File: src/rtl/srrw_pkg.sv
// Shared types and constants for the selective-repeat receive window.
`timescale 1ns / 1ps

package srrw_pkg;

    localparam int DEF_WINDOW_DEPTH = 4;
    localparam int DEF_SEQ_SPACE    = 8;

    localparam int SEQ_NUM_W = 3;
    localparam int PAYLOAD_W = 32;
    localparam int WSIZE_W   = 3;

    localparam logic [WSIZE_W-1:0] WSIZE_RESET = 3'd4;

    typedef struct packed {
        logic [SEQ_NUM_W-1:0] seq_num;
        logic [PAYLOAD_W-1:0] payload_ref;
    } t_pkt;

    typedef struct packed {
        logic                 accepted;
        logic                 in_previous;
        logic                 deliver_valid;
        logic [SEQ_NUM_W-1:0] deliver_seq;
        logic [PAYLOAD_W-1:0] deliver_payload;
        logic                 last;
    } t_res;

    // controller to datapath
    typedef struct packed {
        logic load;      // capture the arriving packet
        logic norm;      // reduce head by one window size
        logic judge;     // latch window flags
        logic store;     // write the packet into its slot
        logic status;    // emit a status-only result
        logic deliver;   // emit the head slot and advance
    } t_cmd;

    // datapath to controller
    typedef struct packed {
        logic head_ge_w;
        logic in_win;
        logic head_filled;
        logic dlv_last;
    } t_sts;

endpackage

File: src/rtl/srrw_ctrl.sv
// Sequencer for packet check, slot store and in-order delivery.
`timescale 1ns / 1ps

module srrw_ctrl
    import srrw_pkg::*;
(
    input  logic i_clk,
    input  logic i_rst_n,
    input  logic i_start,
    input  t_sts i_sts,
    output t_cmd o_cmd,
    output logic o_busy
);

    typedef enum logic [1:0] {
        S_IDLE,
        S_EVAL,
        S_CHECK,
        S_DLV
    } t_state;

    t_state r_state, n_state;
    logic   r_busy;

    always_comb begin
        n_state = r_state;
        o_cmd   = '0;
        unique case (r_state)
            S_IDLE: begin
                if (i_start) begin
                    o_cmd.load = 1'b1;
                    n_state    = S_EVAL;
                end
            end
            S_EVAL: begin
                if (i_sts.head_ge_w) begin
                    o_cmd.norm = 1'b1;
                end else if (i_sts.in_win) begin
                    o_cmd.judge = 1'b1;
                    o_cmd.store = 1'b1;
                    n_state     = S_CHECK;
                end else begin
                    o_cmd.judge  = 1'b1;
                    o_cmd.status = 1'b1;
                    n_state      = S_IDLE;
                end
            end
            S_CHECK: begin
                if (i_sts.head_filled) begin
                    n_state = S_DLV;
                end else begin
                    o_cmd.status = 1'b1;
                    n_state      = S_IDLE;
                end
            end
            S_DLV: begin
                o_cmd.deliver = 1'b1;
                if (i_sts.dlv_last) begin
                    n_state = S_IDLE;
                end
            end
            default: n_state = S_IDLE;
        endcase
    end

    always_ff @(posedge i_clk) begin
        if (!i_rst_n) begin
            r_state <= S_IDLE;
            r_busy  <= 1'b0;
        end else begin
            r_state <= n_state;
            r_busy  <= (n_state != S_IDLE);
        end
    end

    assign o_busy = r_busy;

endmodule

File: src/rtl/srrw_dpath.sv
// Window registers, slot store, filled marks and result register.
`timescale 1ns / 1ps

module srrw_dpath
    import srrw_pkg::*;
#(
    parameter int WINDOW_DEPTH = DEF_WINDOW_DEPTH,
    parameter int SEQ_SPACE    = DEF_SEQ_SPACE
) (
    input  logic               i_clk,
    input  logic               i_rst_n,
    input  t_pkt               i_pkt,
    input  logic               i_cfg_valid,
    input  logic [WSIZE_W-1:0] i_cfg_data,
    input  t_cmd               i_cmd,
    output t_sts               o_sts,
    output logic               o_res_strobe,
    output t_res               o_res
);

    localparam int SEQ_W  = $clog2(SEQ_SPACE);
    localparam int HEAD_W = (WINDOW_DEPTH > 1) ? $clog2(WINDOW_DEPTH) : 1;
    localparam int CAP    = (WINDOW_DEPTH < SEQ_SPACE) ? WINDOW_DEPTH : SEQ_SPACE;
    localparam int WIN_W  = $clog2(CAP + 1);
    localparam int CW     = SEQ_W + WIN_W + 4;

    localparam logic [CW-1:0] S_X   = CW'(SEQ_SPACE);
    localparam logic [CW-1:0] CAP_X = CW'(CAP);
    localparam logic [CW-1:0] ONE_X = CW'(1);

    logic [WSIZE_W-1:0]   r_wsize;
    logic [SEQ_NUM_W-1:0] r_seq;
    logic [PAYLOAD_W-1:0] r_pay;
    logic [SEQ_W-1:0]     r_base;
    logic [HEAD_W-1:0]    r_head, r_hw, n_hw;
    logic [WIN_W-1:0]     r_cnt;
    logic                 r_acc, r_prev;
    logic [WINDOW_DEPTH-1:0] r_filled;
    logic [PAYLOAD_W-1:0] r_mem [WINDOW_DEPTH];
    logic [PAYLOAD_W-1:0] r_rd;
    logic                 r_strobe;
    t_res                 r_res;

    logic [CW-1:0] ws_x, w_x, seq_x, base_x, head_x, cnt_x;
    logic [CW-1:0] fwd_x, back_x, sum_x, idx_x, hinc_x, hn_x, binc_x;
    logic [HEAD_W-1:0] idx, hn;
    logic in_range, acc_c, prev_c;

    always_comb begin
        ws_x   = CW'(r_wsize);
        w_x    = (ws_x == '0) ? ONE_X : ((ws_x > CAP_X) ? CAP_X : ws_x);
        seq_x  = CW'(r_seq);
        base_x = CW'(r_base);
        // working head: a copy of the stored head, reduced below w for this packet only
        head_x = CW'(r_hw);
        cnt_x  = CW'(r_cnt);

        in_range = (seq_x < S_X);
        fwd_x    = (seq_x >= base_x) ? (seq_x - base_x) : (seq_x + S_X - base_x);
        back_x   = (base_x >= seq_x) ? (base_x - seq_x) : (base_x + S_X - seq_x);
        acc_c    = in_range && (fwd_x < w_x);
        prev_c   = in_range && (back_x != '0) && (back_x <= w_x);

        // head is already below w here, fwd too, so one subtract wraps the sum
        sum_x = head_x + fwd_x;
        idx_x = (sum_x >= w_x) ? (sum_x - w_x) : sum_x;
        idx   = idx_x[HEAD_W-1:0];

        hinc_x = head_x + ONE_X;
        hn_x   = (hinc_x == w_x) ? '0 : hinc_x;
        hn     = hn_x[HEAD_W-1:0];

        binc_x = base_x + ONE_X;

        n_hw = r_hw;
        if (i_cmd.norm) begin
            n_hw = HEAD_W'(head_x - w_x);
        end else if (i_cmd.deliver) begin
            n_hw = hn;
        end
    end

    assign o_sts.head_ge_w   = (head_x >= w_x);
    assign o_sts.in_win      = acc_c;
    assign o_sts.head_filled = r_filled[r_hw];
    assign o_sts.dlv_last    = ((cnt_x + ONE_X) == w_x) || !r_filled[hn];

    // slot store: one write port, read port follows the next head
    always_ff @(posedge i_clk) begin
        if (i_cmd.store) begin
            r_mem[idx] <= r_pay;
        end
        r_rd <= r_mem[n_hw];
    end

    always_ff @(posedge i_clk) begin
        if (!i_rst_n) begin
            r_wsize  <= WSIZE_RESET;
            r_base   <= '0;
            r_head   <= '0;
            r_hw     <= '0;
            r_filled <= '0;
            r_strobe <= 1'b0;
        end else begin
            if (i_cfg_valid) begin
                r_wsize <= i_cfg_data;
            end
            if (i_cmd.load) begin
                r_hw <= r_head;
            end else begin
                r_hw <= n_hw;
            end
            if (i_cmd.store) begin
                r_filled[idx] <= 1'b1;
            end
            // advance the stored head only on a delivery
            if (i_cmd.deliver) begin
                r_filled[r_hw] <= 1'b0;
                r_head <= hn;
                r_base <= (binc_x == S_X) ? '0 : binc_x[SEQ_W-1:0];
            end
            r_strobe <= i_cmd.status | i_cmd.deliver;
        end
    end

    always_ff @(posedge i_clk) begin
        if (i_cmd.load) begin
            r_seq <= i_pkt.seq_num;
            r_pay <= i_pkt.payload_ref;
            r_cnt <= '0;
        end
        if (i_cmd.judge) begin
            r_acc  <= acc_c;
            r_prev <= prev_c;
        end
        if (i_cmd.deliver) begin
            r_cnt <= r_cnt + 1'b1;
        end
        if (i_cmd.status) begin
            r_res.accepted        <= i_cmd.judge ? acc_c : r_acc;
            r_res.in_previous     <= i_cmd.judge ? prev_c : r_prev;
            r_res.deliver_valid   <= 1'b0;
            r_res.deliver_seq     <= '0;
            r_res.deliver_payload <= '0;
            r_res.last            <= 1'b1;
        end else if (i_cmd.deliver) begin
            r_res.accepted        <= r_acc;
            r_res.in_previous     <= r_prev;
            r_res.deliver_valid   <= 1'b1;
            r_res.deliver_seq     <= base_x[SEQ_NUM_W-1:0];
            r_res.deliver_payload <= r_rd;
            r_res.last            <= o_sts.dlv_last;
        end
    end

    assign o_res_strobe = r_strobe;
    assign o_res        = r_res;

    a_burst_continues: assert property (@(posedge i_clk) disable iff (!i_rst_n)
        r_strobe && !r_res.last |=> r_strobe)
        else $error("delivery burst broken before its last beat");

    a_delivery_in_window: assert property (@(posedge i_clk) disable iff (!i_rst_n)
        r_strobe && r_res.deliver_valid |-> r_res.accepted)
        else $error("delivery from a packet outside the window");

    a_status_is_last: assert property (@(posedge i_clk) disable iff (!i_rst_n)
        r_strobe && !r_res.deliver_valid |-> r_res.last)
        else $error("status-only beat not flagged last");

    a_deliver_clears: assert property (@(posedge i_clk) disable iff (!i_rst_n)
        i_cmd.deliver |-> r_filled[r_hw])
        else $error("delivering an empty slot");

endmodule

File: src/rtl/selective_repeat_receive_window.sv
// Top level of the selective-repeat receive window.
//
//  channel   direction  handshake                       payload
//  packet    in         i_start high, o_busy low        i_pkt (t_pkt)
//  result    out        o_res_strobe, one cycle         o_res (t_res)
//  config    in         i_cfg_valid and o_cfg_ready     i_cfg_data (window size)
//
// After a packet beat the block is busy: a rejected packet ends with a status
// result, a stored packet goes through a head check and then gives a status
// result or its in-order deliveries (one slot per cycle through the single slot
// read port); while the stored head is at or above the window size, until a
// delivery wraps it, each packet first lowers a working head by window sizes.
// Reset is synchronous; it clears filled marks, head, base and sets window size 4.
// Results cannot be stalled: each beat shows for exactly one cycle.
`timescale 1ns / 1ps

module selective_repeat_receive_window
    import srrw_pkg::*;
#(
    parameter int WINDOW_DEPTH = DEF_WINDOW_DEPTH,
    parameter int SEQ_SPACE    = DEF_SEQ_SPACE
) (
    input  logic               i_clk,
    input  logic               i_rst_n,
    input  logic               i_start,
    output logic               o_busy,
    input  t_pkt               i_pkt,
    output logic               o_res_strobe,
    output t_res               o_res,
    input  logic               i_cfg_valid,
    output logic               o_cfg_ready,
    input  logic [WSIZE_W-1:0] i_cfg_data
);

    t_cmd cmd;
    t_sts sts;

    assign o_cfg_ready = 1'b1;

    srrw_ctrl u_ctrl (
        .i_clk   (i_clk),
        .i_rst_n (i_rst_n),
        .i_start (i_start),
        .i_sts   (sts),
        .o_cmd   (cmd),
        .o_busy  (o_busy)
    );

    srrw_dpath #(
        .WINDOW_DEPTH (WINDOW_DEPTH),
        .SEQ_SPACE    (SEQ_SPACE)
    ) u_dpath (
        .i_clk        (i_clk),
        .i_rst_n      (i_rst_n),
        .i_pkt        (i_pkt),
        .i_cfg_valid  (i_cfg_valid),
        .i_cfg_data   (i_cfg_data),
        .i_cmd        (cmd),
        .o_sts        (sts),
        .o_res_strobe (o_res_strobe),
        .o_res        (o_res)
    );

endmodule
File: config.mk
export PLATFORM = sky130hd
export DESIGN_NAME = selective_repeat_receive_window
export DESIGN_NICKNAME = d
export VERILOG_FILES = /design/src/rtl/srrw_pkg.sv /design/src/rtl/srrw_ctrl.sv /design/src/rtl/srrw_dpath.sv /design/src/rtl/selective_repeat_receive_window.sv
export SDC_FILE = /design/constraint.sdc
export NUM_CORES = 1
export LEC_CHECK = 0
export ABC_AREA = 1
export BUFFER_PORTS_ARGS = -buffer_cell sky130_fd_sc_hd__buf_2
export CAP_MARGIN = 20
export CORE_UTILIZATION = 45
export DETAILED_ROUTE_END_ITERATION = 10
export GPL_TIMING_DRIVEN = 0
export PLACE_DENSITY = 0.65
export SLEW_MARGIN = 25
export SYNTH_ARGS = -nofsm -noshare
export SYNTH_HDL_FRONTEND = slang
export SYNTH_SLANG_ARGS = --single-unit
File: constraint.sdc
create_clock -name i_clk -period 3.97 [get_ports i_clk]
set_input_delay 0.794 -clock i_clk [delete_from_list [all_inputs] [get_ports i_clk]]
set_output_delay 0.794 -clock i_clk [all_outputs]
set_load 0.01 [all_outputs]
**Yosys cells after proc, flatten, opt, wreduce, memory -nomap -nowiden**

Memories as Yosys holds them, arrays and structs flattened. A register that Yosys moved wholly into a read port is not among the register bits.
Index checks and enable logic that the tools add are counted.

- Bits in registers: 97
- RAM bits: 128
- Input port bits: 42
- Logic and storage cells: 111
- Memories kept: 1

Memory list:

| name | words | bits a word | read ports | clocked after Yosys merged registers in | wr ports | RTL line | RTL |
|---|---|---|---|---|---|---|---|
| u_dpath.r_mem | 4 | 32 | 1 | 1 | 1 | srrw_dpath.sv:39 | `logic [PAYLOAD_W-1:0] r_mem [WINDOW_DEPTH];` |

- Add/subtract/negate cells: 13
- $lt $le $gt $ge: 12
- Equality and inequality tests: 6
- Mux-type cells: 45
- Bitwise gates (word level): 4
- Reduce and logical (&&, ||, !) cells: 11

Operators with widths:

| kind | count |
|---|---|
| 39-bit two-way mux | 2 |
| 3-bit two-way mux | 7 |
| 10-bit two-way mux | 2 |
| 2-bit two-way mux | 10 |
| 10-bit by 3-bit subtractor with 10-bit output | 2 |
| 1-bit two-way mux | 15 |
| 4-bit two-way mux | 3 |
| 2-bit by 10-bit adder with 10-bit output | 1 |
| 3-bit by 4-bit adder with 5-bit output, second input constant | 2 |
| 10-bit by 4-bit == test with 1-bit output, second input constant | 1 |
| 3-bit by 10-bit == test with 1-bit output | 1 |
| 4-bit by 10-bit == test with 1-bit output | 1 |
| 10-bit greater-or-equal comparator | 1 |
| 2-bit by 10-bit greater-or-equal comparator with 1-bit output | 1 |
| 10-bit less-or-equal comparator | 1 |
| 10-bit < comparator | 1 |
| 10-bit nonzero test | 1 |
| 2-bit by 3-bit < comparator with 1-bit output, second input constant | 3 |
| 3-bit by 1-bit adder with 4-bit output, second input constant | 2 |
| 2-bit case mux with 4 select lines | 1 |
| 3-bit by 3-bit subtractor with 4-bit output | 2 |
| 3-bit greater-or-equal comparator | 2 |
| 2-bit nonzero test | 3 |
| 4-bit AND | 1 |
| 18 further kinds | 25 |

**Logic depth before layout (Yosys ltp)**

- Word-level depth: 15
- Mapped depth: 20

**Modules after synthesis**

Synthesis repeated with hierarchy kept, for this count alone.

- Cells, all modules: 845
- Area total of the unflattened synthesis: 10192.3 µm²

By module, submodules not included:

| module | times used | cells each | area each (µm²) | seq. area each (µm²) |
|---|---|---|---|---|
| srrw_dpath | 1 | 793 | 9869.5 | 6766.5 |
| srrw_ctrl | 1 | 50 | 311.5 | 60.1 |
| selective_repeat_receive_window | 1 | 2 | 11.3 | 0.0 |

**Worst setup path before layout**

OpenSTA, ideal clock, no wires.

- Path kind: flip-flop to flip-flop
- Start: register u_dpath.r_seq[0]
- End: memory u_dpath.r_mem[0][0], enable pin
- Setup time: 387 ps
- Data arrival time: 3449 ps
- Required time: 3583 ps
- Slack: 134 ps
- Cell stages (with the launch flop): 16
- Period minus slack after synthesis: 3836 ps
- Cells stage by stage: edfxtp_1 -> inv_1 -> ha_1 -> inv_1 -> fa_1 -> inv_1 -> fa_1 -> inv_1 -> ha_1 -> nand2_1 -> nand2_1 -> a21oi_1 -> o211ai_1 -> o21ai_0 -> nand3_1 -> inv_1

- Longest elaborated chain between the ends: 9
- Elaborated cells on any way between the ends: 15

Ends and longest elaborated chain:

| item | RTL line | RTL |
|---|---|---|
| start: declaration | srrw_dpath.sv:32 | `logic [SEQ_NUM_W-1:0] r_seq;` |
| start signal: assignment | srrw_dpath.sv:128 | `r_seq <= i_pkt.seq_num;` |
| 3-bit by 4-bit adder with 5-bit output | srrw_dpath.sv:59 | `fwd_x = (seq_x >= base_x) ? (seq_x - base_x) : (seq_x + S_X - base_x);` |
| 10-bit by 3-bit subtractor with 10-bit output | srrw_dpath.sv:59 |  |
| 10-bit two-way mux * | srrw_dpath.sv:59 |  |
| parallel branches: the longest is 6 deep, another holds 2-bit by 10-bit adder with 10-bit output | -- |  |
| end: declaration | srrw_dpath.sv:39 |  |

Mark *: on every way between the ends.

**Worst setup path in the final report**

- Start: register u_dpath.r_seq[0]
- End: memory u_dpath.r_mem[3][14], enable pin

The elaborated chain is that of the path after synthesis.

==> results.txt <==
----------------------------------------------------
[Timing]
  Transition at the pin with the smallest max-transition slack ... 0.6261 ns
  Slew HR ... 0.5826
  Final-report hold violation count ... 0
  Min Clock Period, post-route ... 3.742 ns
  Worst Slack Setup Final ... 0.2283 ns
  Part of the cycle the worst path needs ... 0.9425
  Clock tree skew after final layout ... 0.01465 ns
  Achievable clock frequency ... 267.3 MHz
  Slew Viols, Final ... 0
  Final setup viols ... 0
  RSZ-0062 raised after global routing ... true

[Yosys]
  Post-Synthesis Cell Area ... 10130 um2
  Register area share after synthesis ... 0.6737
  Yosys warning count ... 0
  Count of state elements after synthesis ... 257
  Mean instance size in the synthesized netlist ... 11.17 um2
  Number of nets in the synthesized netlist ... 988
  Netlist cell types ... 34
  Synthesized netlist cell count ... 907

[Critical path]
  FF-to-FF path depth ... 18
  Data arrival at the endpoint of the critical path ... 3.97 ns
  End of the worst register-to-register path ... u_dpath.r_mem[3][14]
  Start-to-end type of the worst setup path ... flip-flop to flip-flop
  Startpoint kind of the worst setup timing path ... flip-flop
  FF-to-FF setup slack ... 0.23 ns
  Cell seen most often among critical-path stages ... sky130_fd_sc_hd__inv_1
  Data required time at the worst endpoint ... 4.20 ns
  CP peak stage delay ... 0.55 ns
  Number of buffers and inverters on the critical path ... 7
  Crit-path cells ... inv_1 > ha_1 > inv_1 > fa_1 > inv_1 > fa_1 > inv_1 > ha_1 > nand2_1 > nand2_1 > a21oi_1 > o211ai_1 > nand2_1 > o21ai_2 > inv_1 > nand3_1 > clkinv_4 > buf_16
  Crit. End Element ... flip-flop
  CP max stage cell ... sky130_fd_sc_hd__fa_1
  Worst path top cell family by delay ... adder cells
  Crit path max fanout ... 18
  Reg2reg start ... u_dpath.r_seq[0]

[Power]
  Net load switching power ... 0.001473 W
  Switching power share of the total ... 0.2343
  Clock power frac ... 0.397
  Proportion of power drawn by flip-flops and latches ... 0.499
  Max IR drop VDD ... 0.3530 mV
  Total power density per cell area ... 523.1 nW/um2
  Combinational Power Share ... 0.104
  Standby leakage power ... 5.094 nW
  Int Power ... 0.004813 W

[Detailed routing]
  Vias after detailed routing ... 6486
  Iter 0 DRT Violations ... 446
  Remaining antenna violation count ... 0
  DRC errors left ... 11
  Routed length per placed instance ... 15.32 um
  Drt via density ... 4.888
  DRT Pass-1 Iters ... 9
  DRT Wirelength ... 20.33 mm

[Layout]
  Number of diodes added for antenna fixing ... 0
  Layout cells sized above 1 ... 0.1605
  Area Overhead vs Synth ... 18.58%
  Core occupancy in the finished layout ... 0.5472
  Count of nets after finishing ... 1108

[Clock network]
  H-tree depth reported by CTS ... 1
  CTS Sinks ... 257
  Cts bufs inserted ... 26
  Number of hold-repair buffers added at the cts stage ... 0
  Clock tree root buffer cell ... sky130_fd_sc_hd__clkbuf_16
  Clk_lat worst skew ... 0.53 ns
  Clock transition time at the flip-flop clock pins of the worst setup and hold paths ... 0.06 ns
  Max Buffers Root-to-Sink ... 3
  Clock tree from TritonCTS ... done

[Placement]
  Pre-CTS setup slack ... -0.05887 ns
  Buffers added on ports ... 82
  Gpl congestion ... 0.8463
  HPWL after detailed placement ... 13.56 mm

[Floorplan]
  Number of rows in the core area ... 54
  Die outline area ... 23120 um2
  Number of top-level pins ... 84
  Effective utilization at floorplan ... 0.4615
  Die width ... 152.1 um
  Placeable core area ... 21960 um2
  Die extent in y ... 152.1 um

[Hold path]
  Hold-critical path depth ... 1
  Source of the worst hold timing path ... i_pkt[18]
  Worst hold path endpoint ... u_dpath.r_pay[18]
  Hold/Removal Path Class ... input pin to flip-flop

[Global routing]
  Total routing usage reported by global routing ... 0.1792
  GRT overflow ... 0
  Global-route wire length before repair ... 32.35 mm
  Initial antenna violation count ... 0
  Largest net degree at the start of global routing ... 21
  Via count of the first global-routing pass ... 6260

[Status]
  Violations in the final reports ... DRC
  Result of the run ... finished with violations

[Flow run]
  Max-cap violations ... 0

----------------------------------------------------
repair_timing:
action	4_1_cts	5_1_grt
buffers inserted	0	5
endpoints found under the setup margin	77	128
gates resized for setup	4	12
through the flow:
| stage | setup TNS, ns | cells | power, W | hold WS [ns] | cell area [um2] |
|---|---|---|---|---|---|
| 2_1_floorplan | 0 | 907 | 0.003592 | 0.4307 | 10130 |
| 3_3_place_gp | -83.38 | 1269 | 0.003807 | 0.4327 | 10890 |
| 3_5_place_dp | -3.473 | 1274 | 0.003838 | 0.4405 | 11020 |
| 4_1_cts | 0 | 1322 | 0.006332 | 0.4157 | 11920 |
| 5_1_grt | -2.303 | 1327 | 0.006545 | 0.4111 | 12020 |
| 6_report | 0 | 1327 | 0.006286 | 0.4341 | 12020 |
placed cells by master, fill, tap and decap left out, types with 32 or more instances in the layout:
cell / count
sky130_fd_sc_hd__inv_1: 151
sky130_fd_sc_hd__o21ai_0: 39
sky130_fd_sc_hd__ha_1: 32
sky130_fd_sc_hd__o211ai_1: 33
sky130_fd_sc_hd__nand2_1: 185
sky130_fd_sc_hd__edfxtp_1: 168
sky130_fd_sc_hd__a21oi_1: 51
sky130_fd_sc_hd__dfxtp_1: 89
sky130_fd_sc_hd__buf_2: 90
sky130_fd_sc_hd__o21ai_1: 43
how the worst max path moves through the flow:
stage	start	depth (start not counted)	to	slack [ns]
4_1_cts	u_dpath.r_seq[0]	16	u_dpath.r_mem[1][30]	0.01
3_3_place_gp	u_dpath.r_seq[0]	15	u_dpath.r_mem[1][15]	-0.70
5_1_grt	u_dpath.r_seq[0]	18	u_dpath.r_mem[3][14]	-0.06
2_1_floorplan	u_dpath.r_seq[0]	15	u_dpath.r_mem[0][0]	0.13
3_5_place_dp	u_dpath.r_seq[0]	16	u_dpath.r_mem[2][21]	-0.06
6_report	u_dpath.r_seq[0]	18	u_dpath.r_mem[3][14]	0.23
Yosys cell counts:
| library cell | n | area share |
|---|---|---|
| sky130_fd_sc_hd__nand3_2 | 1 | 0.00099 |
| sky130_fd_sc_hd__o21ai_1 | 43 | 0.021 |
| sky130_fd_sc_hd__o31ai_1 | 1 | 0.00074 |
| sky130_fd_sc_hd__inv_2 | 1 | 0.00037 |
| sky130_fd_sc_hd__o21ai_0 | 41 | 0.020 |
| sky130_fd_sc_hd__buf_6 | 4 | 0.0044 |
| sky130_fd_sc_hd__nand2_1 | 185 | 0.069 |
| sky130_fd_sc_hd__o211ai_2 | 1 | 0.0012 |
| sky130_fd_sc_hd__o311ai_0 | 1 | 0.00086 |
| sky130_fd_sc_hd__nor3_1 | 3 | 0.0015 |
| sky130_fd_sc_hd__a211oi_1 | 2 | 0.0015 |
| sky130_fd_sc_hd__inv_1 | 156 | 0.058 |
| sky130_fd_sc_hd__o21ai_2 | 1 | 0.00086 |
| sky130_fd_sc_hd__o22ai_1 | 2 | 0.0012 |
| sky130_fd_sc_hd__buf_4 | 8 | 0.0059 |
| sky130_fd_sc_hd__xor2_1 | 4 | 0.0035 |
| sky130_fd_sc_hd__dfxtp_1 | 89 | 0.18 |
| sky130_fd_sc_hd__o211ai_1 | 33 | 0.024 |
| sky130_fd_sc_hd__fa_1 | 7 | 0.014 |
| sky130_fd_sc_hd__nor2_1 | 23 | 0.0085 |
| sky130_fd_sc_hd__clkbuf_1 | 14 | 0.0052 |
| sky130_fd_sc_hd__clkbuf_2 | 1 | 0.00049 |
| sky130_fd_sc_hd__a21oi_1 | 51 | 0.025 |
| sky130_fd_sc_hd__nand3_1 | 17 | 0.0084 |
| sky130_fd_sc_hd__edfxtp_1 | 168 | 0.50 |
| sky130_fd_sc_hd__ha_1 | 32 | 0.040 |
| sky130_fd_sc_hd__conb_1 | 1 | 0.00037 |
| sky130_fd_sc_hd__buf_2 | 8 | 0.0040 |
| sky130_fd_sc_hd__a31oi_1 | 1 | 0.00062 |
| sky130_fd_sc_hd__nand2_2 | 2 | 0.0012 |
| sky130_fd_sc_hd__clkinv_1 | 2 | 0.00074 |
| sky130_fd_sc_hd__a32oi_1 | 1 | 0.00086 |
| sky130_fd_sc_hd__nand4_1 | 2 | 0.0012 |
| sky130_fd_sc_hd__xnor2_1 | 1 | 0.00086 |
metal layers:
layer | part of all wire | vias to the layer above | GRT usage
li1 | - | 3240 | -
met1 | 0.44 | 3060 | 0.2364
met2 | 0.49 | 154 | 0.3080
met3 | 0.056 | 32 | 0.02539
met4 | 0.019 | 0 | 0.05296
met5 | 0 | - | 0
flip-flops by register name (all words and copies together), names as in the netlist:
name,cells
u_dpath.r_filled,4
u_dpath.r_mem,128
u_ctrl.r_state,2
u_dpath.r_hw,2
u_dpath.r_wsize,3
u_dpath.o_res_strobe,1
u_dpath.r_seq,3
u_dpath.r_acc,1
u_dpath.r_prev,1
u_dpath.r_pay,32
u_dpath.r_base,3
u_dpath.o_res,39
u_dpath.r_rd,32
u_dpath.r_head,2
u_ctrl.o_busy,1
u_dpath.r_cnt,3
logic make-up (layout without fill, tap and decap cells):
group,after synthesis,count (layout),share of synthesized area
other,1,1,0.0003701
AO/OA/AOI/OAI,178,178,0.09903
flip-flops,257,257,0.6737
buffers and inverters,194,334,0.07890
XOR/XNOR,5,5,0.004321
adder cells (fa/ha/maj),39,39,0.05334
AND/OR/NAND/NOR,233,233,0.09038
area by class of cell:
type,count,area (um2)
Sequential cell,257,6827
Clock buffer,32,703.2
Tap cell,280,350.3
Clock inverter,16,188.9
Inverter,159,616.8
Timing Repair Buffer,92,608.1
Buffer,35,202.7
Multi-Input combinational cell,456,2520
Fill cell,1842,9942
power by group through the flow:
stage | logic (W) | registers [W] | clock network, W
floorplan | 0.000403 | 0.00319 | 0
global route | 0.000741 | 0.00316 | 0.00265
global placement | 0.000613 | 0.00319 | 0
detailed placement | 0.000643 | 0.00319 | 0
CTS | 0.000647 | 0.00314 | 0.00255
finish | 0.000652 | 0.00314 | 0.00250
Power figures use the tool's default switching activity.
